File: config.mk
export PLATFORM = sky130hd
export DESIGN_NAME = lb_prep
export DESIGN_NICKNAME = d
export VERILOG_FILES = /design/src/sv/lb_pkg.sv /design/src/sv/lb_prep.sv
export SDC_FILE = /design/constraint.sdc
export NUM_CORES = 1
export LEC_CHECK = 0
export BUFFER_PORTS_ARGS = -buffer_cell sky130_fd_sc_hd__buf_2
export CORE_UTILIZATION = 48
export DETAILED_ROUTE_END_ITERATION = 8
export MAX_ROUTING_LAYER = met4
export PLACE_DENSITY_LB_ADDON = 0.25
export SYNTH_ARGS = -nofsm -noshare
export SYNTH_HDL_FRONTEND = slang
export SYNTH_SLANG_ARGS = --single-unit
File: constraint.sdc
create_clock -name clk_i -period 3.1 [get_ports clk_i]
set_input_delay 0.31 -clock clk_i [delete_from_list [all_inputs] [get_ports clk_i]]
set_output_delay 0.31 -clock clk_i [all_outputs]
set_load 0.005 [all_outputs]
File: src/sv/lb_pkg.sv
// Shared types and constants for the Liang-Barsky line clipper.
`default_nettype none
package lb_pkg;

  localparam int CW       = 15;  // input coordinate width
  localparam int OW       = 16;  // output coordinate and ratio width
  localparam int DIV_BITS = 16;  // quotient bits per ratio
  localparam int DIV_BPS  = 2;   // quotient bits resolved per divider stage
  localparam int DIV_STG  = DIV_BITS / DIV_BPS;
  localparam int NUM_DIV  = 4;

  localparam logic [OW-1:0] SAT_MAX = 16'h7fff;
  localparam logic [OW-1:0] SAT_MIN = 16'h8000;

  typedef enum logic [1:0] {
    REG_MIN_X = 2'd0,
    REG_MIN_Y = 2'd1,
    REG_MAX_X = 2'd2,
    REG_MAX_Y = 2'd3
  } cfg_reg_e;

  // one signed division, split into sign and magnitudes
  typedef struct packed {
    logic          neg;
    logic [CW-1:0] num;
    logic [CW-1:0] den;
  } div_req_t;

  // per-axis facts known before division
  typedef struct packed {
    logic pz;    // no motion on this axis
    logic pn;    // p < 0
    logic q1ok;  // q1 >= 0
    logic q2ok;  // q2 >= 0
  } axis_t;

  typedef struct packed {
    logic signed [CW-1:0] x1;
    logic signed [CW-1:0] y1;
    logic signed [CW-1:0] x2;
    logic signed [CW-1:0] y2;
    logic signed [OW-1:0] dx;
    logic signed [OW-1:0] dy;
    axis_t                ax;
    axis_t                ay;
  } ctx_t;

  typedef struct packed {
    logic                 ok;
    logic signed [OW-1:0] t0;
    logic signed [OW-1:0] t1;
  } clip_t;

endpackage
`default_nettype wire

File: src/sv/lb_prep.sv
// Entry stage: deltas, edge distances and divider operands.
`default_nettype none
module lb_prep (
  input  wire                            clk_i,
  input  wire                            en_i,
  input  wire logic signed [lb_pkg::CW-1:0] start_x_i,
  input  wire logic signed [lb_pkg::CW-1:0] start_y_i,
  input  wire logic signed [lb_pkg::CW-1:0] end_x_i,
  input  wire logic signed [lb_pkg::CW-1:0] end_y_i,
  input  wire logic signed [lb_pkg::CW-1:0] min_x_i,
  input  wire logic signed [lb_pkg::CW-1:0] min_y_i,
  input  wire logic signed [lb_pkg::CW-1:0] max_x_i,
  input  wire logic signed [lb_pkg::CW-1:0] max_y_i,
  output lb_pkg::div_req_t               req_o [lb_pkg::NUM_DIV],
  output lb_pkg::ctx_t                   ctx_o
);
  import lb_pkg::*;

  logic signed [OW-1:0] dx, dy, q1x, q2x, q1y, q2y;
  logic                 dxpos, dypos;
  div_req_t             req_d [NUM_DIV];
  ctx_t                 ctx_d;
  div_req_t             req_q [NUM_DIV];
  ctx_t                 ctx_q;

  function automatic logic [CW-1:0] mag(input logic signed [OW-1:0] v);
    logic [OW-1:0] a;
    a = v[OW-1] ? OW'(-v) : OW'(v);
    return a[CW-1:0];
  endfunction

  always_comb begin
    dx  = OW'(end_x_i) - OW'(start_x_i);
    dy  = OW'(end_y_i) - OW'(start_y_i);
    q1x = OW'(start_x_i) - OW'(min_x_i);
    q2x = OW'(max_x_i) - OW'(start_x_i);
    q1y = OW'(start_y_i) - OW'(min_y_i);
    q2y = OW'(max_y_i) - OW'(start_y_i);
    dxpos = !dx[OW-1] && (dx != '0);
    dypos = !dy[OW-1] && (dy != '0);
    // p = -d; ratios are q1/p and q2/(-p)
    req_d[0] = '{neg: q1x[OW-1] ^ dxpos,    num: mag(q1x), den: mag(dx)};
    req_d[1] = '{neg: q2x[OW-1] ^ dx[OW-1], num: mag(q2x), den: mag(dx)};
    req_d[2] = '{neg: q1y[OW-1] ^ dypos,    num: mag(q1y), den: mag(dy)};
    req_d[3] = '{neg: q2y[OW-1] ^ dy[OW-1], num: mag(q2y), den: mag(dy)};
    ctx_d.x1 = start_x_i;
    ctx_d.y1 = start_y_i;
    ctx_d.x2 = end_x_i;
    ctx_d.y2 = end_y_i;
    ctx_d.dx = dx;
    ctx_d.dy = dy;
    ctx_d.ax = '{pz: dx == '0, pn: dxpos, q1ok: !q1x[OW-1], q2ok: !q2x[OW-1]};
    ctx_d.ay = '{pz: dy == '0, pn: dypos, q1ok: !q1y[OW-1], q2ok: !q2y[OW-1]};
  end

  always_ff @(posedge clk_i) begin
    if (en_i) begin
      req_q <= req_d;
      ctx_q <= ctx_d;
    end
  end

  assign req_o = req_q;
  assign ctx_o = ctx_q;

endmodule
`default_nettype wire

Yosys cells after proc, flatten, opt, wreduce, memory -nomap -nowiden --
Cells that the tools add are included.
Storage, ports and cells: input port bits 122, flip-flop bits (word level) 194, output and inout port bits 224, logic and storage cells 58
Cells by class: bitwise logic cells 4, mux-type cells 6, add/sub/neg operators 12, reductions and logical operators 12
Operator list (count):
- 15-bit by 15-bit subtractor with 16-bit output | 6
- 15-bit 2-to-1 mux | 6
- 15-bit negator | 6
- 16-bit logical NOT | 2
- 16-bit nonzero test | 2
- 1-bit logical NOT | 6
- 1-bit bitwise XOR | 4
- 1-bit logical AND | 2

Longest topological paths before layout --
word-level depth 4, mapped depth 14, gate-level depth less buffers 13

Worst setup path after synthesis --
OpenSTA, ideal clock, no wires.
path kind in2reg, start point input start_x_i[1] (netlist bit), end point register req_q (netlist bit req_o[123]) (data pin), arrival time 2829 ps, stages 11, setup slack 12 ps, library setup time 259 ps, path through inv_1 > ha_1 > nor2b_4 > o31a_1 > o21a_1 > nor2_2 > xnor2_1 > or4_4 > or4b_4 > o31ai_4 > xnor2_1
RTL lines:
- from (decl) | line lb_prep.sv:6 | input wire logic signed [lb_pkg::CW-1:0] start_x_i,
- to (signal assigned) | line lb_prep.sv:58 | req_q <= req_d;
- to (decl) | line lb_prep.sv:23 | div_req_t req_q [NUM_DIV];

==> key figures <==
Status
  – Outcome: complete, no violations

Routing
  – DRT antenna net count: 0
  – DRT iter0 DRCs: 576
  – DRT Pass-1 Iters: 7
  – Mean number of vias per cell: 5.28
  – DRC: 0
  – Vias after detailed routing: 10469
  – Drt wl/cell: 16.9 um
  – WL final: 33600 um

Synthesis
  – Cell variety after synth: 68
  – Synth Flop Type: edfxtp_1
  – Seq/Total Area, Yosys: 47.1%
  – Yosys reg bits: 192
  – Syn Inst Count: 1132
  – Yosys warning count: 0
  – Cell area after synthesis: 12200 um2
  – EDFF count, synth: 192
  – Post-Syn Nets: 1357
  – Post-synth ARST share: 0%
  – Syn Area/Cell: 10.8 um2

Clock tree
  – CTS tree: built
  – CTS Buffer Depth: 2
  – Hold buffer count at CTS: 0
  – Clock Sink Count: 192
  – Root buf cell: clkbuf_16
  – Reg clk slew, reported paths: 100 ps
  – CTS buffer count: 17
  – H-Tree Depth: 4

Place
  – Pre-CTS setup slack: -366 ps
  – Global placement routability congestion: 0.955
  – Port bufs: 345
  – DPL Wire Length: 26700 um
  – Placed insts: 1943

STA
  – Final Cycle Share: 97.0%
  – Fin. max-slew vios: 0
  – Setup tns final: 0 ps
  – Rel. slew slack: 55.6%
  – Max frequency: 333 MHz
  – Worst Tran Pin Value: 665 ps
  – Setup Viol. Count Final: 0
  – Min Clock Period, post-route: 3010 ps
  – Hold Fails Final Rpt: 0
  – Fin worst setup slack: 92.8 ps

Setup path
  – Startpoint Class: primary input
  – Top fanout value on the critical path: 5
  – Worst EP arrival: 3200 ps
  – Crit-path cells: buf_2 -> inv_1 -> ha_1 -> nor2b_4 -> o31a_1 -> o21a_1 -> nor2_2 -> xnor2_1 -> or4_4 -> or4b_4 -> o31ai_4 -> xnor2_1
  – CP Class: primary input to flop
  – Worst path max stage delay: 560 ps
  – Worst path most repeated cell: xnor2_1
  – Worst EP required: 3290 ps
  – Slowest cell on crit path: or4b_4
  – Worst Setup End Kind: flop

Floorplanning
  – Die W: 162 um
  – Starting Density: 48.7%
  – Io pins: 346
  – Die Ht: 162 um
  – Core ar.: 25100 um2
  – Site Rows: 58
  – Die ar.: 26100 um2

Pwr
  – Peak VDD IR: 0.307 mV
  – Leakage: 0.00745 uW
  – Tot Pwr: 8820 uW
  – PD cells: 544 nW/um2

Run
  – Total of max-cap violations: 0

Min path
  – Hold crit path type: primary input to flop

GRT
  – Vias in the first global route: 10081
  – Gr ovfl total: 0
  – Global Route Usage Sum: 26.2%
  – Initial antenna violation count: 7
  – First-pass GRT wire length: 51000 um
  – Largest net degree at the start of global routing: 74

Layout
  – Final #Nets: 1857
  – Layout area overhead: 32.6%
  – Post-Layout Cell Count: 1982
  – Layout cells sized above 1: 35.2%
cells in the mapped netlist, types with 25 or more instances:
| library cell | n | area (um2) |
|---|---|---|
| buf_4 | 32 | 240 |
| inv_1 | 106 | 398 |
| a21oi_1 | 76 | 380 |
| edfxtp_1 | 192 | 5770 |
| o21a_1 | 26 | 195 |
| nand2_1 | 34 | 128 |
| nor2_1 | 94 | 353 |
| xor2_1 | 60 | 526 |
| ha_1 | 97 | 1210 |
| nor3_1 | 25 | 125 |
| o21ai_0 | 48 | 240 |
| xnor2_1 | 74 | 648 |
cells by family (layout without fill, tap and decap cells):
group,count (synthesis),count (layout),share of synthesized area [%]
mux,5,5,0.409
flops,192,192,47.1
xor+xnor,134,134,9.59
buf+inv,152,665,5.66
simple gates,268,268,11.2
compound gates,278,278,15.1
other cells,0,7,0
fa+ha+maj,103,103,10.9
state kept, by name, summed over array words and instances (netlist names):
signal	flops
ctx_o	100
req_o	92
path summary, 6_finish.rpt:
path	slack (ps)	cells past startpoint	to	startpoint
worst min-delay path	50	1	ctx_o[68]	end_x_i[13]
worst max-delay path	90	12	req_o[123]	start_x_i[1]
final cells by class:
type                       count  area [um2]
clock inverter                15         220
fill                        2047        8890
antenna                        7        17.5
multi-input combinational    788        5820
inverter                     108         405
tap                          330         413
timing repair buffer         525        3150
clock buffer                  17         425
sequential                   192        5770
power by group:
group	leakage, uW	switching, uW	internal (uW)	total, uW
sequential	0.00188	142	3420	3570
clock	0.000311	1190	1200	2390
combinational	0.00526	1480	1390	2870
total	0.00745	2810	6010	8820
through the flow:
step | util [%] | instance area, um2 | hold slack, ps
after floorplan | - | 12200 | 409
after global placement | 61.8 | 15500 | 508
after detailed placement | 61.8 | 15500 | 509
after CTS | 64.3 | 16200 | 36.6
after global routing | 64.6 | 16200 | 31.7
final | 64.6 | 16200 | 51.3
metal layers:
| layer | vias to the layer above | track usage, % | wire length, um |
|---|---|---|---|
| met4 | 0 | 8.66 | 882 |
| met3 | 51 | 5.29 | 2210 |
| met1 | 4940 | 29.5 | 13500 |
| met5 | - | - | 0 |
| met2 | 368 | 46.2 | 17000 |
| li1 | 5110 | - | - |
cell usage in the layout (no fill, tap or decap), types with 26 or more instances in the layout:
master,count
ha_1,97
o21ai_0,47
xor2_1,60
nand2_1,34
buf_4,175
edfxtp_1,192
a21oi_1,75
inv_1,106
buf_2,344
o21a_1,26
xnor2_1,74
nor2_1,94
what timing repair did:
item                                    4_1_cts  5_1_grt
resized for setup                             0       10
setup buffers                                 0        0
hold endpoints to repair                      0        0
endpoints found under the setup margin        0       22
critical path, delay by kind of cell:
| kind | cells | cell delay [ps] |
|---|---|---|
| compound gates | 3 | 750 |
| simple gates | 4 | 1330 |
| xor+xnor | 2 | 200 |
| fa+ha+maj | 1 | 300 |
| buf+inv | 2 | 290 |
Note: power is estimated with default switching activity, not from simulation.
