===== src/sv/lb_pkg.sv =====
// Shared types and constants for the Liang-Barsky line clipper.
`default_nettype none
package lb_pkg;

  localparam int CW       = 15;  // input coordinate width
  localparam int OW       = 16;  // output coordinate and ratio width
  localparam int DIV_BITS = 16;  // quotient bits per ratio
  localparam int DIV_BPS  = 2;   // quotient bits resolved per divider stage
  localparam int DIV_STG  = DIV_BITS / DIV_BPS;
  localparam int NUM_DIV  = 4;

  localparam logic [OW-1:0] SAT_MAX = 16'h7fff;
  localparam logic [OW-1:0] SAT_MIN = 16'h8000;

  typedef enum logic [1:0] {
    REG_MIN_X = 2'd0,
    REG_MIN_Y = 2'd1,
    REG_MAX_X = 2'd2,
    REG_MAX_Y = 2'd3
  } cfg_reg_e;

  // one signed division, split into sign and magnitudes
  typedef struct packed {
    logic          neg;
    logic [CW-1:0] num;
    logic [CW-1:0] den;
  } div_req_t;

  // per-axis facts known before division
  typedef struct packed {
    logic pz;    // no motion on this axis
    logic pn;    // p < 0
    logic q1ok;  // q1 >= 0
    logic q2ok;  // q2 >= 0
  } axis_t;

  typedef struct packed {
    logic signed [CW-1:0] x1;
    logic signed [CW-1:0] y1;
    logic signed [CW-1:0] x2;
    logic signed [CW-1:0] y2;
    logic signed [OW-1:0] dx;
    logic signed [OW-1:0] dy;
    axis_t                ax;
    axis_t                ay;
  } ctx_t;

  typedef struct packed {
    logic                 ok;
    logic signed [OW-1:0] t0;
    logic signed [OW-1:0] t1;
  } clip_t;

endpackage
`default_nettype wire


===== src/sv/lb_scale.sv =====
// Endpoint update: rounded t*delta products, then the moved endpoints.
`default_nettype none
module lb_scale #(
  parameter int FRAC_BITS = 8
) (
  input  wire                          clk_i,
  input  wire [1:0]                    en_i,
  input  wire lb_pkg::clip_t           clip_i,
  input  wire lb_pkg::ctx_t            ctx_i,
  output logic                         visible_o,
  output logic signed [lb_pkg::OW-1:0] clip_start_x_o,
  output logic signed [lb_pkg::OW-1:0] clip_start_y_o,
  output logic signed [lb_pkg::OW-1:0] clip_end_x_o,
  output logic signed [lb_pkg::OW-1:0] clip_end_y_o
);
  import lb_pkg::*;

  localparam int PW = 2 * OW;
  localparam logic signed [OW-1:0] T_ONE  = OW'(1 << FRAC_BITS);
  localparam logic signed [PW-1:0] T_HALF = PW'(1 << (FRAC_BITS - 1));

  logic signed [OW-1:0] u;
  logic signed [PW-1:0] sx_d, sy_d, ex_d, ey_d;
  logic signed [PW-1:0] sx_q, sy_q, ex_q, ey_q;
  logic signed [CW-1:0] x1_q, y1_q, x2_q, y2_q;
  logic                 ok_q;
  logic signed [OW-1:0] csx_q, csy_q, cex_q, cey_q;
  logic                 vis_q;

  always_comb begin
    u    = T_ONE - clip_i.t1;
    sx_d = PW'(clip_i.t0 * ctx_i.dx) + T_HALF;
    sy_d = PW'(clip_i.t0 * ctx_i.dy) + T_HALF;
    ex_d = PW'(u * ctx_i.dx) + T_HALF;
    ey_d = PW'(u * ctx_i.dy) + T_HALF;
  end

  always_ff @(posedge clk_i) begin
    if (en_i[0]) begin
      sx_q <= sx_d;
      sy_q <= sy_d;
      ex_q <= ex_d;
      ey_q <= ey_d;
      x1_q <= ctx_i.x1;
      y1_q <= ctx_i.y1;
      x2_q <= ctx_i.x2;
      y2_q <= ctx_i.y2;
      ok_q <= clip_i.ok;
    end
  end

  // arithmetic shift gives the floor of the half-biased product
  always_ff @(posedge clk_i) begin
    if (en_i[1]) begin
      vis_q <= ok_q;
      csx_q <= ok_q ? OW'(PW'(x1_q) + (sx_q >>> FRAC_BITS)) : '0;
      csy_q <= ok_q ? OW'(PW'(y1_q) + (sy_q >>> FRAC_BITS)) : '0;
      cex_q <= ok_q ? OW'(PW'(x2_q) - (ex_q >>> FRAC_BITS)) : '0;
      cey_q <= ok_q ? OW'(PW'(y2_q) - (ey_q >>> FRAC_BITS)) : '0;
    end
  end

  assign visible_o      = vis_q;
  assign clip_start_x_o = csx_q;
  assign clip_start_y_o = csy_q;
  assign clip_end_x_o   = cex_q;
  assign clip_end_y_o   = cey_q;

endmodule
`default_nettype wire


===== config.mk =====
export PLATFORM = sky130hd
export DESIGN_NAME = lb_scale
export DESIGN_NICKNAME = d
export VERILOG_FILES = /design/src/sv/lb_pkg.sv /design/src/sv/lb_scale.sv
export SDC_FILE = /design/constraint.sdc
export NUM_CORES = 2
export LEC_CHECK = 0
export BUFFER_PORTS_ARGS = -buffer_cell sky130_fd_sc_hd__buf_2
export CAP_MARGIN = 20
export CORE_MARGIN = 1.5
export CORE_UTILIZATION = 60
export DETAILED_ROUTE_END_ITERATION = 10
export MAX_ROUTING_LAYER = met4
export PLACE_DENSITY = 0.83
export SLEW_MARGIN = 5
export SYNTH_ARGS = -nofsm -noshare
export SYNTH_HDL_FRONTEND = slang
export SYNTH_SLANG_ARGS = --single-unit

===== constraint.sdc =====
create_clock -name clk_i -period 23.1 [get_ports clk_i]
set_input_delay 3.465 -clock clk_i [delete_from_list [all_inputs] [get_ports clk_i]]
set_output_delay 3.465 -clock clk_i [all_outputs]
set_load 0.02 [all_outputs]

-- Word-level counts from Yosys, hierarchy flattened
Cells that the tools add are included.
- register bits: 222
- input port bits: 136
- output and inout bits: 65
- logic and storage cells: 27
- add/subtract/negate cells: 9
- multipliers: 4
- operator list (operator ; number):
    adder 24 x 9 -> 24 bit, second input constant ; 4
    multiplier 16 x 16 -> 24 bit ; 4
    adder 15 x 16 -> 16 bit ; 2
    subtractor 15 x 16 -> 16 bit ; 2
    subtractor 10 x 16 -> 16 bit, first input constant ; 1

-- Logic depth before layout (Yosys ltp)
- depth after elaboration: 3
- depth in mapped cells: 30
- gate-level depth less buffers: 26

-- Worst setup path after synthesis
OpenSTA, ideal clock, no wires.
- path type: input -> register
- from: input port clip_i[0] (netlist name)
- to: register ex_q[23], data pin
- arrival time: 10.567 ns
- required time: 22.840 ns
- setup slack: 12.273 ns
- cell stages on the path: 27
- path through: clkbuf_1 clkbuf_1 inv_1 ha_1 a31oi_1 nor2_1 xnor2_1 clkbuf_1 nand2_1 fa_1 fa_1 inv_1 fa_1 inv_1 fa_1 inv_1 fa_1 fa_1 ha_1 and2_1 a221o_1 a21o_1 a221o_1 o21ba_1 a211o_1 a21oi_2 xnor2_1
- cells in the longest elaborated chain, start to end: 3
- RTL lines (element ; RTL line ; source):
    from (decl) ; lb_scale.sv:8 ; input wire lb_pkg::clip_t clip_i,
    subtractor 10 x 16 -> 16 bit ; lb_scale.sv:31 ; u = T_ONE - clip_i.t1;
    multiplier 16 x 16 -> 24 bit ; lb_scale.sv:34 ; ex_d = PW'(u * ctx_i.dx) + T_HALF;
    adder 24 x 9 -> 24 bit ; lb_scale.sv:34 ;
    named net ex_d[23] ; lb_scale.sv:23 ; logic signed [PW-1:0] sx_d, sy_d, ex_d, ey_d;
    to (signal assigned) ; lb_scale.sv:42 ; ex_q <= ex_d;
    to (decl) ; lb_scale.sv:24 ; logic signed [PW-1:0] sx_q, sy_q, ex_q, ey_q;
The timed path passes the listed nets, and every way through them passes these cells.
A chain may end at the register's enable or synchronous reset.

-- Worst setup path after layout
- from: input port clip_i[0] (netlist name)
- to: register ey_q[23], data pin
- cells in the longest elaborated chain, start to end: 3
- RTL lines (element ; RTL line ; source):
    subtractor 10 x 16 -> 16 bit ; lb_scale.sv:31 ;
    multiplier 16 x 16 -> 24 bit ; lb_scale.sv:35 ; ey_d = PW'(u * ctx_i.dy) + T_HALF;
    adder 24 x 9 -> 24 bit ; lb_scale.sv:35 ;
    named net ey_d[23] ; lb_scale.sv:23 ;
    to (signal assigned) ; lb_scale.sv:43 ; ey_q <= ey_d;
    to (decl) ; lb_scale.sv:24 ;
The timed path passes the listed nets, and every way through them passes these cells.

==> results_dict.tcl <==
set metrics [dict create \
    outcome "finished, final reports clean" \
    detail_route.iter0.violations 1930 \
    drv_cap 0 \
    cts_resized 0 \
    synth_top_area_share_pct 39.2 \
    cts_max_path_buffers 2 \
    cts_sinks 190 \
    arrival_ns 11.18 \
    cts_tree "built" \
    mostFrequentLayoutCells "inv_1, fa_1, nand2_1" \
    period_share_pct 47.5 \
    dr_total_vias 26900 \
    syn_to_final_growth_pct 5.81 \
    cp_max_fo 31 \
    cts.clk_slew.worst_paths_ns 0.08 \
    io-pin-count 201 \
    fp.coreArea_sq_um 63200 \
    maxSlewHeadroom_pct 37.6 \
    first_pass_iters 6 \
    r2r-start "sy_q[9]$_DFFE_PP_" \
    postCtsSetupRepairBufs 0 \
    setup_viol 0 \
    reg2regPathDepth 10 \
    synth_nets 5273 \
    routed_wl_um 85000 \
    num_rows 92 \
    grt_max_degree 82 \
    min_period_ns 10.97 \
    setup_tns_ns 0 \
    rsz0062_at_grt "no" \
    stdcell_area_sq_um 40700 \
    clock.fmax_mhz 91.2 \
    synth_edf_count 190 \
    hold_depth 2 \
    die_area_sq_um 65600 \
    avgRoutedWirePerCell_um 17.1 \
    final_antenna_net_count 0 \
    initial_core_util_pct 60.8 \
    dp_hpwl_um 63600 \
    hold_buffers 0 \
    synth_ff_type "edfxtp_1" \
    min_from "x1_q[0]$_DFFE_PP_" \
    setup_slack_ns 12.13 \
    cp-start-kind "primary input" \
    ys_types 61 \
    grt_pass1_wl_um 143000 \
    fp.dieW_um 256 \
    grtUsageTotal_pct 28.2 \
    syn_area_sq_um 38400 \
    rrSetupSlack_ns 20.05 \
    clock_latency_ns 0.47 \
    cp.required_ns 23.31 \
    layout.area.seq_sq_um 5710 \
    cts_buffers 17 \
    ys_ff_latch 190 \
    worst_pin_slew_ns 0.931 \
    yosysWarnings 0 \
    multi_input_area_sq_um 28400 \
    grt_pass1_vias 28600 \
    root_buffer "clkbuf_16" \
    final_common_cell "inv_1" \
    worst-setup-path-type "in -> reg" \
    synth-seq-area-share_pct 14.8 \
    endpoint_kind "flop" \
    min_to "clip_start_x_o[0]$_SDFFCE_PN0P_" \
    synth.largest_area_cell "fa_1" \
    via_per_inst 5.41 \
    die_h_um 256 \
    globalplace.congestion 0.871 \
    cts_htree_levels 4 \
    layout.nets 5332 \
    reg2reg_to "clip_start_y_o[15]$_SDFFCE_PN0P_" \
    async_flop_share_pct 0 \
    grt.overflow.total 0 \
    portBuffers 192 \
    antenna_found_initial 8 \
    place_ws_ns 11.70 \
    nFillCells 4990 \
    syn_area_per_cell_sq_um 9.49 \
    synth_cells 4052 \
    clock_skew_ns 0.0156 \
    placed_cell_area_sq_um 40100 \
    min_path_type "reg -> reg" \
    slew_violations 0 \
    drc_errors 0 \
    synth_area_leaders "fa_1, edfxtp_1, ha_1, inv_1, and2_1" \
    finalHoldViolCount 0 \
    drive_gt1_share_pct 6.64 \
]
==> metal layers <==
metal	share of wire [%]	GRT usage (%)
met5	0	-
met1	41	37.4
met2	48	44.5
met3	9.4	5.66
met4	2.0	7.69
==> logic make-up after synthesis <==
group | share of synthesized area, %
xor+xnor | 4.40
flops | 14.8
compound gates | 3.75
fa+ha+maj | 50.0
mux | 0.104
simple gates | 15.4
buf+inv | 11.5
==> cells in the mapped netlist, drive strengths merged, types with 3 or more instances <==
cell / instances
nand2: 506
edfxtp: 190
and2: 439
a21oi: 64
and3: 6
a21boi: 7
nor2b: 29
a31oi: 15
o41a: 3
nand3: 18
ha: 333
nor2: 91
nor4: 7
mux2i: 4
clkbuf: 178
nor3b: 13
inv: 997
nor3: 22
xnor2: 151
nand2b: 28
o2111ai: 3
a221o: 3
a211oi: 4
a221oi: 3
o311ai: 3
nand4: 6
a41o: 3
o21bai: 3
xor2: 42
a21o: 28
o21a: 14
o21ai: 42
o31ai: 4
a31o: 4
or3: 10
fa: 752
==> registers in the layout, indices dropped and copies added, names as in the netlist <==
| signal | flops |
|---|---|
| sy_q | 16 |
| ex_q | 16 |
| y2_q | 15 |
| ok_q | 1 |
| sx_q | 16 |
| clip_end_x_o | 16 |
| y1_q | 15 |
| ey_q | 16 |
| clip_start_y_o | 16 |
| clip_end_y_o | 16 |
| x2_q | 15 |
| visible_o | 1 |
| x1_q | 15 |
| clip_start_x_o | 16 |
==> worst max-delay path, stage by stage <==
cell       delay (ns)
buf_2            0.08
buf_4            0.33
inv_1            0.17
ha_1             0.39
xnor2_2          0.80
buf_4            0.38
nand2_1          0.11
fa_1             0.53
fa_1             0.49
inv_1            0.04
ha_1             0.18
fa_1             0.47
fa_1             0.55
inv_1            0.05
fa_1             0.47
inv_1            0.04
ha_1             0.31
o21a_1           0.23
a2111oi_2        0.50
nor3_1           0.12
o21ai_0          0.57
o21ai_0          0.33
o41a_1           0.39
xnor2_1          0.15
==> area by class of cell <==
cell class	count	share of cell area (%)
Clock buffer	17	1.05
Timing Repair Buffer	219	2.88
Tap cell	846	2.60
Sequential cell	190	14.0
Clock inverter	15	0.385
Antenna cell	8	0.0492
Multi-Input combinational cell	2684	69.8
Inverter	999	9.22
==> metrics by stage <==
stage | instances | hold slack, ns | util, %
final | 4978 | 0.662 | 64.4
after global routing | 4978 | 0.696 | 64.4
after CTS | 4970 | 0.662 | 64.3
after detailed placement | 4938 | 0.637 | 63.4
after global placement | 4938 | 0.634 | 63.4
after floorplan | 4052 | 0.424 | -
==> how the worst max path moves through the flow <==
stage	from	depth (start not counted)	to	slack (ns)
floorplan	clip_i[0]	27	ex_q[23]$_DFFE_PP_	12.27
global placement	clip_i[0]	27	ex_q[23]$_DFFE_PP_	11.85
detailed placement	clip_i[0]	27	ex_q[23]$_DFFE_PP_	11.70
CTS	clip_i[0]	27	ex_q[23]$_DFFE_PP_	12.21
global route	clip_i[0]	24	ey_q[22]$_DFFE_PP_	11.77
finish	clip_i[0]	24	ey_q[23]$_DFFE_PP_	12.13
Power is left out: the tool's default activity adds up to more than one toggle a clock period on the data nets, which glitch-free logic cannot reach.
