<file path="src/sv/lb_pkg.sv">
// Shared types and constants for the Liang-Barsky line clipper.
`default_nettype none
package lb_pkg;

  localparam int CW       = 15;  // input coordinate width
  localparam int OW       = 16;  // output coordinate and ratio width
  localparam int DIV_BITS = 16;  // quotient bits per ratio
  localparam int DIV_BPS  = 2;   // quotient bits resolved per divider stage
  localparam int DIV_STG  = DIV_BITS / DIV_BPS;
  localparam int NUM_DIV  = 4;

  localparam logic [OW-1:0] SAT_MAX = 16'h7fff;
  localparam logic [OW-1:0] SAT_MIN = 16'h8000;

  typedef enum logic [1:0] {
    REG_MIN_X = 2'd0,
    REG_MIN_Y = 2'd1,
    REG_MAX_X = 2'd2,
    REG_MAX_Y = 2'd3
  } cfg_reg_e;

  // one signed division, split into sign and magnitudes
  typedef struct packed {
    logic          neg;
    logic [CW-1:0] num;
    logic [CW-1:0] den;
  } div_req_t;

  // per-axis facts known before division
  typedef struct packed {
    logic pz;    // no motion on this axis
    logic pn;    // p < 0
    logic q1ok;  // q1 >= 0
    logic q2ok;  // q2 >= 0
  } axis_t;

  typedef struct packed {
    logic signed [CW-1:0] x1;
    logic signed [CW-1:0] y1;
    logic signed [CW-1:0] x2;
    logic signed [CW-1:0] y2;
    logic signed [OW-1:0] dx;
    logic signed [OW-1:0] dy;
    axis_t                ax;
    axis_t                ay;
  } ctx_t;

  typedef struct packed {
    logic                 ok;
    logic signed [OW-1:0] t0;
    logic signed [OW-1:0] t1;
  } clip_t;

endpackage
`default_nettype wire

</file>
<file path="src/sv/lb_div.sv">
// Pipelined restoring divider: (num << FRAC_BITS) / den, signed, saturated.
`default_nettype none
module lb_div #(
  parameter int FRAC_BITS = 8
) (
  input  wire                          clk_i,
  input  wire [lb_pkg::DIV_STG-1:0]    en_i,
  input  wire lb_pkg::div_req_t        req_i,
  output logic signed [lb_pkg::OW-1:0] quo_o
);
  import lb_pkg::*;

  localparam int DW = CW + FRAC_BITS;  // dividend width
  localparam int SW = CW + DIV_BITS;   // widest shifted divisor

  logic [DW-1:0]       rem_q [DIV_STG];
  logic [DIV_BITS-1:0] quo_q [DIV_STG];
  logic [CW-1:0]       den_q [DIV_STG];
  logic                neg_q [DIV_STG];
  logic                ovf_q [DIV_STG];

  for (genvar s = 0; s < DIV_STG; s++) begin : g_stg
    logic [DW-1:0]       rem_in, rem_d;
    logic [DIV_BITS-1:0] quo_in, quo_d;
    logic [CW-1:0]       den_in;
    logic                neg_in, ovf_in;

    if (s == 0) begin : g_first
      assign rem_in = DW'(req_i.num) << FRAC_BITS;
      assign quo_in = '0;
      assign den_in = req_i.den;
      assign neg_in = req_i.neg;
      // quotient of 2^16 or more
      assign ovf_in = (req_i.num >> (DIV_BITS - FRAC_BITS)) >= req_i.den;
    end else begin : g_next
      assign rem_in = rem_q[s-1];
      assign quo_in = quo_q[s-1];
      assign den_in = den_q[s-1];
      assign neg_in = neg_q[s-1];
      assign ovf_in = ovf_q[s-1];
    end

    always_comb begin
      logic [SW-1:0]       r;
      logic [SW-1:0]       dv;
      logic [DIV_BITS-1:0] qb;
      r  = SW'(rem_in);
      qb = quo_in;
      for (int k = 0; k < DIV_BPS; k++) begin
        dv = SW'(den_in) << (DIV_BITS - 1 - s * DIV_BPS - k);
        if (r >= dv) begin
          r  = r - dv;
          qb[DIV_BITS - 1 - s * DIV_BPS - k] = 1'b1;
        end
      end
      rem_d = r[DW-1:0];
      if (s == DIV_STG - 1) begin
        if (ovf_in || qb[DIV_BITS-1]) quo_d = neg_in ? SAT_MIN : SAT_MAX;
        else                          quo_d = neg_in ? DIV_BITS'(-qb) : qb;
      end else begin
        quo_d = qb;
      end
    end

    always_ff @(posedge clk_i) begin
      if (en_i[s]) begin
        rem_q[s] <= rem_d;
        quo_q[s] <= quo_d;
        den_q[s] <= den_in;
        neg_q[s] <= neg_in;
        ovf_q[s] <= ovf_in;
      end
    end
  end

  assign quo_o = quo_q[DIV_STG-1];

endmodule
`default_nettype wire

</file>
<file path="config.mk">
export PLATFORM = sky130hd
export DESIGN_NAME = lb_div
export DESIGN_NICKNAME = d
export VERILOG_FILES = /design/src/sv/lb_pkg.sv /design/src/sv/lb_div.sv
export SDC_FILE = /design/constraint.sdc
export NUM_CORES = 1
export LEC_CHECK = 0
export ABC_AREA = 1
export BUFFER_PORTS_ARGS = -buffer_cell sky130_fd_sc_hd__buf_2
export CAP_MARGIN = 10
export CORE_MARGIN = 1.5
export CORE_UTILIZATION = 65
export CTS_CLUSTER_DIAMETER = 40
export DETAILED_ROUTE_END_ITERATION = 10
export PLACE_DENSITY = 0.88
export SETUP_SLACK_MARGIN = 0.2
export SLEW_MARGIN = 15
export SYNTH_ARGS = -nofsm -noshare
export SYNTH_HDL_FRONTEND = slang
export SYNTH_SLANG_ARGS = --single-unit
</file>
<file path="constraint.sdc">
create_clock -name clk_i -period 5.7 [get_ports clk_i]
set_input_delay 1.14 -clock clk_i [delete_from_list [all_inputs] [get_ports clk_i]]
set_output_delay 1.14 -clock clk_i [all_outputs]
set_load 0.1 [all_outputs]
</file>
**Yosys cells after proc, flatten, opt, wreduce, memory -nomap -nowiden**

Memory sizes are Yosys's and may differ from the RTL's.
Cells that the tools add are included.

- Reductions and logical operators: 1
- Muxes and demuxes: 51
- Order comparisons: 17
- Add/subtract/negate cells: 17

Operators with widths:

| cell | number |
|---|---|
| $mux W31 | 8 |
| $mux W23 | 8 |
| $sub A23 B23 Y23 | 4 |
| $mux W16 | 3 |
| $mux W1 | 32 |
| $ge A31 B15 Y1 | 1 |
| $ge A31 B17 Y1 | 1 |
| $ge A31 B19 Y1 | 1 |
| $ge A31 B21 Y1 | 1 |
| $ge A31 B23 Y1 | 1 |
| $ge A31 B25 Y1 | 1 |
| $ge A31 B27 Y1 | 1 |
| $ge A31 B29 Y1 | 1 |
| $sub A23 B30 Y31 | 1 |
| $ge A23 B30 Y1 | 1 |
| $sub A23 B28 Y29 | 1 |
| $ge A23 B28 Y1 | 1 |
| $sub A23 B26 Y27 | 1 |
| $ge A23 B26 Y1 | 1 |
| $sub A23 B24 Y25 | 1 |
| $ge A23 B24 Y1 | 1 |
| $sub A23 B16 Y24 | 1 |
| $sub A23 B18 Y24 | 1 |
| $sub A23 B20 Y24 | 1 |
| 12 further kinds | 12 |

- Register bits after elaboration: 0
- Input bits: 40
- Memories: 5
- Output and inout bits: 16
- Word-level logic and storage cells: 91
- Memory bits (writable): 448

Memory list:

| name | words | width | read ports | clocked after Yosys merged registers in | write ports | line | RTL |
|---|---|---|---|---|---|---|---|
| rem_q | 8 | 23 | 7 | 0 | 8 | lb_div.sv:16 | `logic [DW-1:0] rem_q [DIV_STG];` |
| quo_q | 8 | 16 | 8 | 0 | 8 | lb_div.sv:17 | `logic [DIV_BITS-1:0] quo_q [DIV_STG];` |
| den_q | 8 | 15 | 7 | 0 | 8 | lb_div.sv:18 | `logic [CW-1:0] den_q [DIV_STG];` |
| neg_q | 8 | 1 | 7 | 0 | 8 | lb_div.sv:19 | `logic neg_q [DIV_STG];` |
| ovf_q | 8 | 1 | 7 | 0 | 8 | lb_div.sv:20 | `logic ovf_q [DIV_STG];` |

**Depth between registers and ports, before layout**

Gate-level depths: netlist of the first run.
An unclocked memory read counts as a cell.

- Depth in word-level cells: 8
- Mapped depth: 34
- Gate-level depth less buffers: 33

**Least setup slack after synthesis of the first run**

OpenSTA, ideal clock, no wires.

- Path kind: input-to-reg
- From: input req_i[22] (netlist name)
- To: memory rem_q[0][21] (netlist name), data pin
- Data required time: 5,439 ps
- Setup slack: 1,328 ps
- Stages: 25
- Library setup time: 261 ps
- Arrival time: 4,111 ps
- Path through: inv_1 ha_1 inv_1 fa_1 nand3_1 nand2_1 a21oi_1 or2_1 nand2_2 inv_1 buf_2 o21ai_0 ha_1 nand2_1 o21ai_0 nand2_1 o2111ai_1 nand2_1 o211ai_1 nand3_1 nand3_1 inv_2 clkbuf_2 nand2_1 o21ai_0

RTL lines:

| item | line | RTL |
|---|---|---|
| start, declared | lb_div.sv:8 | `input wire lb_pkg::div_req_t req_i,` |
| end, declared | lb_div.sv:16 |  |

==> flow_summary_export.csv, run 1 <==
group,metric,value,unit
placement,post-place-ws,0.220,ns
timing,hold_violations,0,
placement,io_buffers,55,
placement,dp_cells,3370,
grt,overflow,0,
die,ios,56,
grt,grt_use_total,32.9,%
final_layout,diodes,0,
timing,fmax,193,MHz
clock_network,root_buffer,"clkbuf_16",
setup_path,slowest_stage,"fa_1",
final_layout,nNetsFinal,3234,
flow_run,maxCapViolCount,0,
setup_path,worstSetupPathType,"register to register",
logic_synthesis,synth_seq_cells,308,
routing,num_vias,20428,
routing,first_pass_iters,5,
final_layout,seq_area,0.00925,mm²
status,outcome,"complete, no violations",
grt,grt_pass1_wl,99200,µm
timing,fin_skew,0.0401,ns
die,row_count,70,
clock_network,clock-sinks,308,
die,dieHeight,195,µm
logic_synthesis,yosysMostFrequentCell,"nand2_1",
logic_synthesis,synthTopCellsByCount,"nand2_1 (699), inv_1 (362), edfxtp_1 (308)",
pwr,power.leakage,12.0,nW
die,initial_core_util,65.7,%
logic_synthesis,synth_top_area_cell,"edfxtp_1",
logic_synthesis,ys.warnings.count,0,
clock_network,holdBufCountCts,0,
routing,via_per_inst,5.91,
logic_synthesis,synth_top_area_share,38.7,%
logic_synthesis,syn_inst,2873,
placement,place_congestion,0.975,
setup_path,path_buf_inv,5,
final_layout,stdcell_count,3457,
logic_synthesis,yosys-top-cells-area,"edfxtp_1 (39%), ha_1 (12%), nand2_1 (11%)",
final_layout,drive_gt1_share,10.1,%
clock_network,clock_latency,0.61,ns
logic_synthesis,synth_edf_count,308,
clock_network,cts.path.max_buffers,3,
setup_path,cp.required,6.04,ns
timing,rsz0062_at_grt,"false",
grt,grt_pass1_vias,19600,
hold_path,hp-class,"register to register",
final_layout,area_growth,9.84,%
routing,drtIter0Drc,1681,
setup_path,slowest_delay,0.41,ns
timing,tns,0,ns
clock_network,tritoncts,"built",
timing,layout_setup_ws,0.531,ns
routing,drc_errors,0,
pwr,p_per_area,574,mW/mm²
logic_synthesis,ys_seq_area_share,38.7,%
die,coreArea,0.0364,mm²
routing,drtAntennaViolNets,0,
placement,dpl.hpwl,49000,µm
setup_path,arrival,5.51,ns
final_layout,n_fill_cell,2738,
setup_path,path_max_fanout,7,
logic_synthesis,avgSynthCellArea,8.33,µm²
setup_path,crit_path_end_kind,"register",
logic_synthesis,syn_area,0.0239,mm²
timing,slew_viol_final,0,
die,die_area,0.0380,mm²
logic_synthesis,async_flop_share,0,%
logic_synthesis,synth_cell_types,68,
clock_network,h-tree-depth,2,
timing,maxSlewHeadroom,27.3,%
timing,worstMarginPinSlew,1.09,ns
logic_synthesis,ys.flop_type,"edfxtp_1",
routing,avgRoutedWirePerCell,18.2,µm
final_layout,multi_input_area,0.0131,mm²
clock_network,numCtsBuffers,46,
pwr,finalPower,15.1,mW
grt,antenna_found_initial,0,
die,die_w,195,µm
logic_synthesis,synth_nets,3153,
setup_path,crit_path_start_kind,"register",
setup_path,crit_family,"compound AO/OA/AOI/OAI gates",
timing,post-route-min-period,5.17,ns
clock_network,path_clk_slew,0.06,ns
routing,drt_wl_total,62900,µm
timing,fin_crit_sh,90.7,%
timing,setup_viol,0,
pwr,peakVddDrop,312,µV
grt,grt_max_degree,53,
[layout by cell type, fill, tap and decap left out, drive strengths merged, types with 4 or more instances in the layout]
master,count
or2,10
inv,391
nand2,743
nand4,64
fa,12
o211ai,4
a21o,17
nand3b,7
o21bai,12
a21boi,5
buf,70
o221ai,4
clkinvlp,8
a21oi,212
edfxtp,308
xnor2,81
o21a,6
clkinv,15
clkbuf,48
a221oi,4
a31oi,21
xor2,90
o31ai,4
ha,228
o21ai,235
nor4,17
nor2,173
nand3,143
nor3,36
[per-layer routing]
metal,track usage [%],vias up,share of wire (%)
met5,0,-,0
met4,13.0,0,3.8
met3,4.11,185,5.7
met2,57.3,771,49
met1,41.7,9504,42
li1,-,9968,-
[worst paths after layout]
check | start | end | slack [ns] | cells past startpoint
worst min-delay path | quo_q[0][14] | quo_q[0][30] | 0.41 | 0
worst max register to register | rem_q[0][13] | rem_q[1][16] | 0.53 | 25
worst min register to register | quo_q[0][14] | quo_q[0][30] | 0.41 | 0
worst max-delay path | rem_q[0][13] | rem_q[1][16] | 0.53 | 25
[stage by stage]
step / cell area, µm² / util [%] / hold slack, ns
after detailed placement: 24700 / 67.7 / 0.405
after CTS: 26200 / 72.0 / 0.412
after global placement: 24700 / 67.7 / 0.400
final: 26300 / 72.1 / 0.413
after global routing: 26300 / 72.1 / 0.418
after floorplan: 23900 / - / 0.400
[timing repair]
action | CTS | global route
setup buffers | 0 | 0
gates cloned | 0 | 4
pin swaps | 0 | 2
setup endpoints to repair | 1 | 42
resized for setup | 1 | 12
[kinds of logic after synthesis]
group | after synthesis | synth area share (%)
AO/OA/AOI/OAI | 536 | 13.1
XOR/XNOR | 171 | 6.26
adder cells (fa/ha/maj) | 240 | 12.9
buffers and inverters | 420 | 6.96
flip-flops | 308 | 38.7
AND/OR/NAND/NOR | 1198 | 22.1
[registers in the layout, summed over array words and instances, names as in the netlist]
register	cells
ovf_q	7
den_q	105
rem_q	117
quo_q	72
neg_q	7
[layout make-up]
type | count | share of cell area, %
clock inverters | 35 | 1.49
inverters | 379 | 5.44
flip-flops and latches | 308 | 35.2
repair inverters | 2 | 0.0571
repair buffers | 70 | 1.52
well taps | 468 | 2.23
multi-input cells | 2147 | 49.7
clock buffers | 48 | 4.41
[worst reg2reg max path, cell delays in order, from the launching register on]
cell,delay (ns)
edfxtp_1,0.40
inv_1,0.08
ha_1,0.15
inv_1,0.07
fa_1,0.41
a31oi_1,0.31
o21ai_0,0.27
nand3_1,0.14
nand3_1,0.27
buf_4,0.27
o21ai_1,0.27
inv_1,0.13
ha_1,0.32
nand2_1,0.06
o21ai_1,0.25
nand2_1,0.11
nand3_1,0.14
a21boi_0,0.16
o21bai_1,0.18
a21oi_1,0.08
nor2_1,0.09
nor2_1,0.06
nand2_2,0.21
clkinvlp_4,0.23
nand2_1,0.12
o21ai_0,0.10
[report_power, final]
| group | internal (mW) | switching [mW] |
|---|---|---|
| Clock | 1.63 | 1.17 |
| Combinational | 3.18 | 5.48 |
| Sequential | 3.26 | 0.362 |
Note: power is estimated with default switching activity, not from simulation.
==> run 2: changes to the inputs <==
Settings changed: CORE_ASPECT_RATIO set to 0.5.
==> run 2 against run 1 <==
Against the previous run:
- hold slack lost 0.0044 ns
- non-clock buffer count shrank 3
- sequential power shrank 2%
- register-to-register slack gained 0.08 ns
- largest power group unchanged
- cell area shrank 1.2%
- clock-buffer cell count shrank 5
- combinational power shrank 4.2%
- via count shrank 2.8%
- critical path type unchanged
- power shrank 5.4%
==> flow_summary_export.csv, run 2 (synthesis gave the netlist of run 1 again) <==
group,metric,value,unit
timing,hold_violations,0,
setup_path,path_max_fanout,13,
routing,drc_errors,0,
status,outcome,"complete, no violations",
setup_path,crit_path_start_kind,"register",
grt,grt_pass1_vias,19380,
placement,io_buffers,55,
setup_path,critPathLaunch,"rem_q[6][15]",
grt,grt_pass1_wl,90000,µm
die,row_count,49,
clock_network,path_clk_slew,0.06,ns
grt,antenna_found_initial,0,
final_layout,largest_reg_flops,117,
flow_run,maxCapViolCount,0,
placement,dpl-instance-area,0.0247,mm²
routing,num_vias,19866,
pwr,peakVddDrop,309,µV
clock_network,clock-sinks,308,
timing,fin_crit_sh,89.2,%
setup_path,arrival,5.38,ns
placement,place_congestion,0.993,
setup_path,cp.required,5.99,ns
die,dieHeight,139,µm
setup_path,worstSetupPathType,"register to register",
routing,drtAntennaViolNets,0,
setup_path,crit_family,"simple AND/OR/NAND/NOR gates",
clock_network,post-cts-setup-buffers,0,
grt,grt_use_total,28.8,%
timing,tns,0,ns
clock_network,cts.path.max_buffers,3,
hold_path,hp-class,"register to register",
routing,avgRoutedWirePerCell,15.8,µm
setup_path,cp_num_cells,27,
timing,whs,0.409,ns
clock_network,root_buffer,"clkbuf_16",
grt,grt_max_degree,53,
final_layout,drive_gt1_share,9.40,%
routing,first_pass_iters,6,
clock_network,h-tree-depth,2,
setup_path,slowest_stage,"nor4_1",
setup_path,cp-endpoint,"quo_q[1][60]",
timing,fmax,197,MHz
timing,post-route-min-period,5.08,ns
final_layout,layout_commonest_cell,"nand2_1",
die,initial_core_util,66.3,%
setup_path,path_buf_inv,4,
pwr,p_per_area,550,mW/mm²
die,ios,56,
final_layout,stdcell_count,3453,
routing,via_per_inst,5.75,
final_layout,post-route-util,71.9,%
clock_network,clock_latency,0.54,ns
setup_path,crit_path_end_kind,"register",
placement,post-place-ws,0.606,ns
final_layout,n_fill_cell,2668,
routing,drt_wl_total,54500,µm
placement,dpl.hpwl,42900,µm
pwr,finalPower,14.3,mW
timing,maxSlewHeadroom,24.0,%
timing,slew_viol_final,0,
die,coreArea,0.0361,mm²
die,die_area,0.0380,mm²
clock_network,numCtsBuffers,39,
final_layout,nNetsFinal,3221,
setup_path,r2r-start,"rem_q[6][15]",
setup_path,ff2ff_setup_slack,0.62,ns
timing,setup_viol,0,
timing,worstMarginPinSlew,1.14,ns
setup_path,slowest_delay,0.43,ns
final_layout,area_growth,8.47,%
final_layout,reg_top3,"rem_q: 117 flops, den_q: 105 flops, quo_q: 72 flops",
setup_path,worst_r2r_path_depth,27,
routing,drtIter0Drc,1355,
final_layout,final_area,0.0260,mm²
final_layout,final_cell_mix,"nand2_1 (698), inv_1 (362), edfxtp_1 (308), ha_1 (228), a21oi_1 (204)",
final_layout,diodes,0,
clock_network,tritoncts,"built",
setup_path,r2r_end,"quo_q[1][60]",
placement,dp_cells,3383,
timing,fin_skew,0.0204,ns
pwr,power.leakage,11.8,nW
die,die_w,274,µm
timing,layout_setup_ws,0.615,ns
grt,overflow,0,
timing,rsz0062_at_grt,"true",
final_layout,largest-register,"rem_q",
-- run 2: cell count changes in the layout (fill, tap and decap cells not counted), sizes merged --
cell	before	now
clkbuf	48	43
bufinv	2	1
nor2	173	172
buf	70	67
clkinvlp	8	5
clkinv	15	8
-- run 2: per-layer routing --
layer,vias up,wire length [µm],GRT usage [%]
met5,-,0,0
met4,0,2570,13.6
met3,193,2550,3.96
met2,644,26700,51.7
met1,9062,22700,34.2
li1,9967,-,-
-- run 2: cell type report --
cell class	instances	area [µm²]	area share, %
Inverter	379	1420	5.48
Clock inverter	26	239	0.921
Timing Repair Buffer	67	378	1.46
Tap cell	484	606	2.33
Sequential cell	308	9250	35.6
Multi-Input combinational cell	2146	13000	50.2
Clock buffer	43	1030	3.98
-- run 2: worst min path at each step --
stage	start	to	slack, ns	depth (start not counted)
final	quo_q[1][28]	quo_q[1][44]	0.41	0
after global routing	quo_q[0][47]	quo_q[0][63]	0.42	0
after CTS	quo_q[1][28]	quo_q[1][44]	0.41	0
after detailed placement	neg_q[5]	neg_q[6]	0.40	0
after global placement	ovf_q[1]	ovf_q[2]	0.40	0
after floorplan	neg_q[0]	neg_q[1]	0.40	0
-- run 2: power breakdown --
part           internal, mW  total (mW)  switching [mW]
Combinational          3.15        8.31            5.16
Clock                  1.39        2.42            1.03
Sequential             3.25        3.54           0.292
Total                  7.79        14.3            6.49
-- run 2: timing repair --
action,in CTS,in global routing
endpoints found under the setup margin,0,20
gates resized for setup,0,2
hold buffers,0,0
-- run 2: worst register-to-register path: stages, from the launching register on --
cell	delay (ns)
edfxtp_1	0.42
ha_1	0.39
a21oi_1	0.32
nand2_1	0.17
a21oi_4	0.22
nand2_2	0.17
nor2_4	0.31
a21oi_1	0.06
o21ai_0	0.07
o21ai_0	0.09
inv_1	0.06
ha_1	0.21
nand2_1	0.09
nor2_1	0.07
and2_1	0.15
nand2_1	0.14
nand4_1	0.16
nor2_1	0.11
nand2_1	0.09
nor2_4	0.18
ha_1	0.20
inv_1	0.06
nor3_1	0.16
inv_1	0.12
nor4_1	0.43
a31oi_1	0.17
xor2_1	0.18
inv_1	0.05
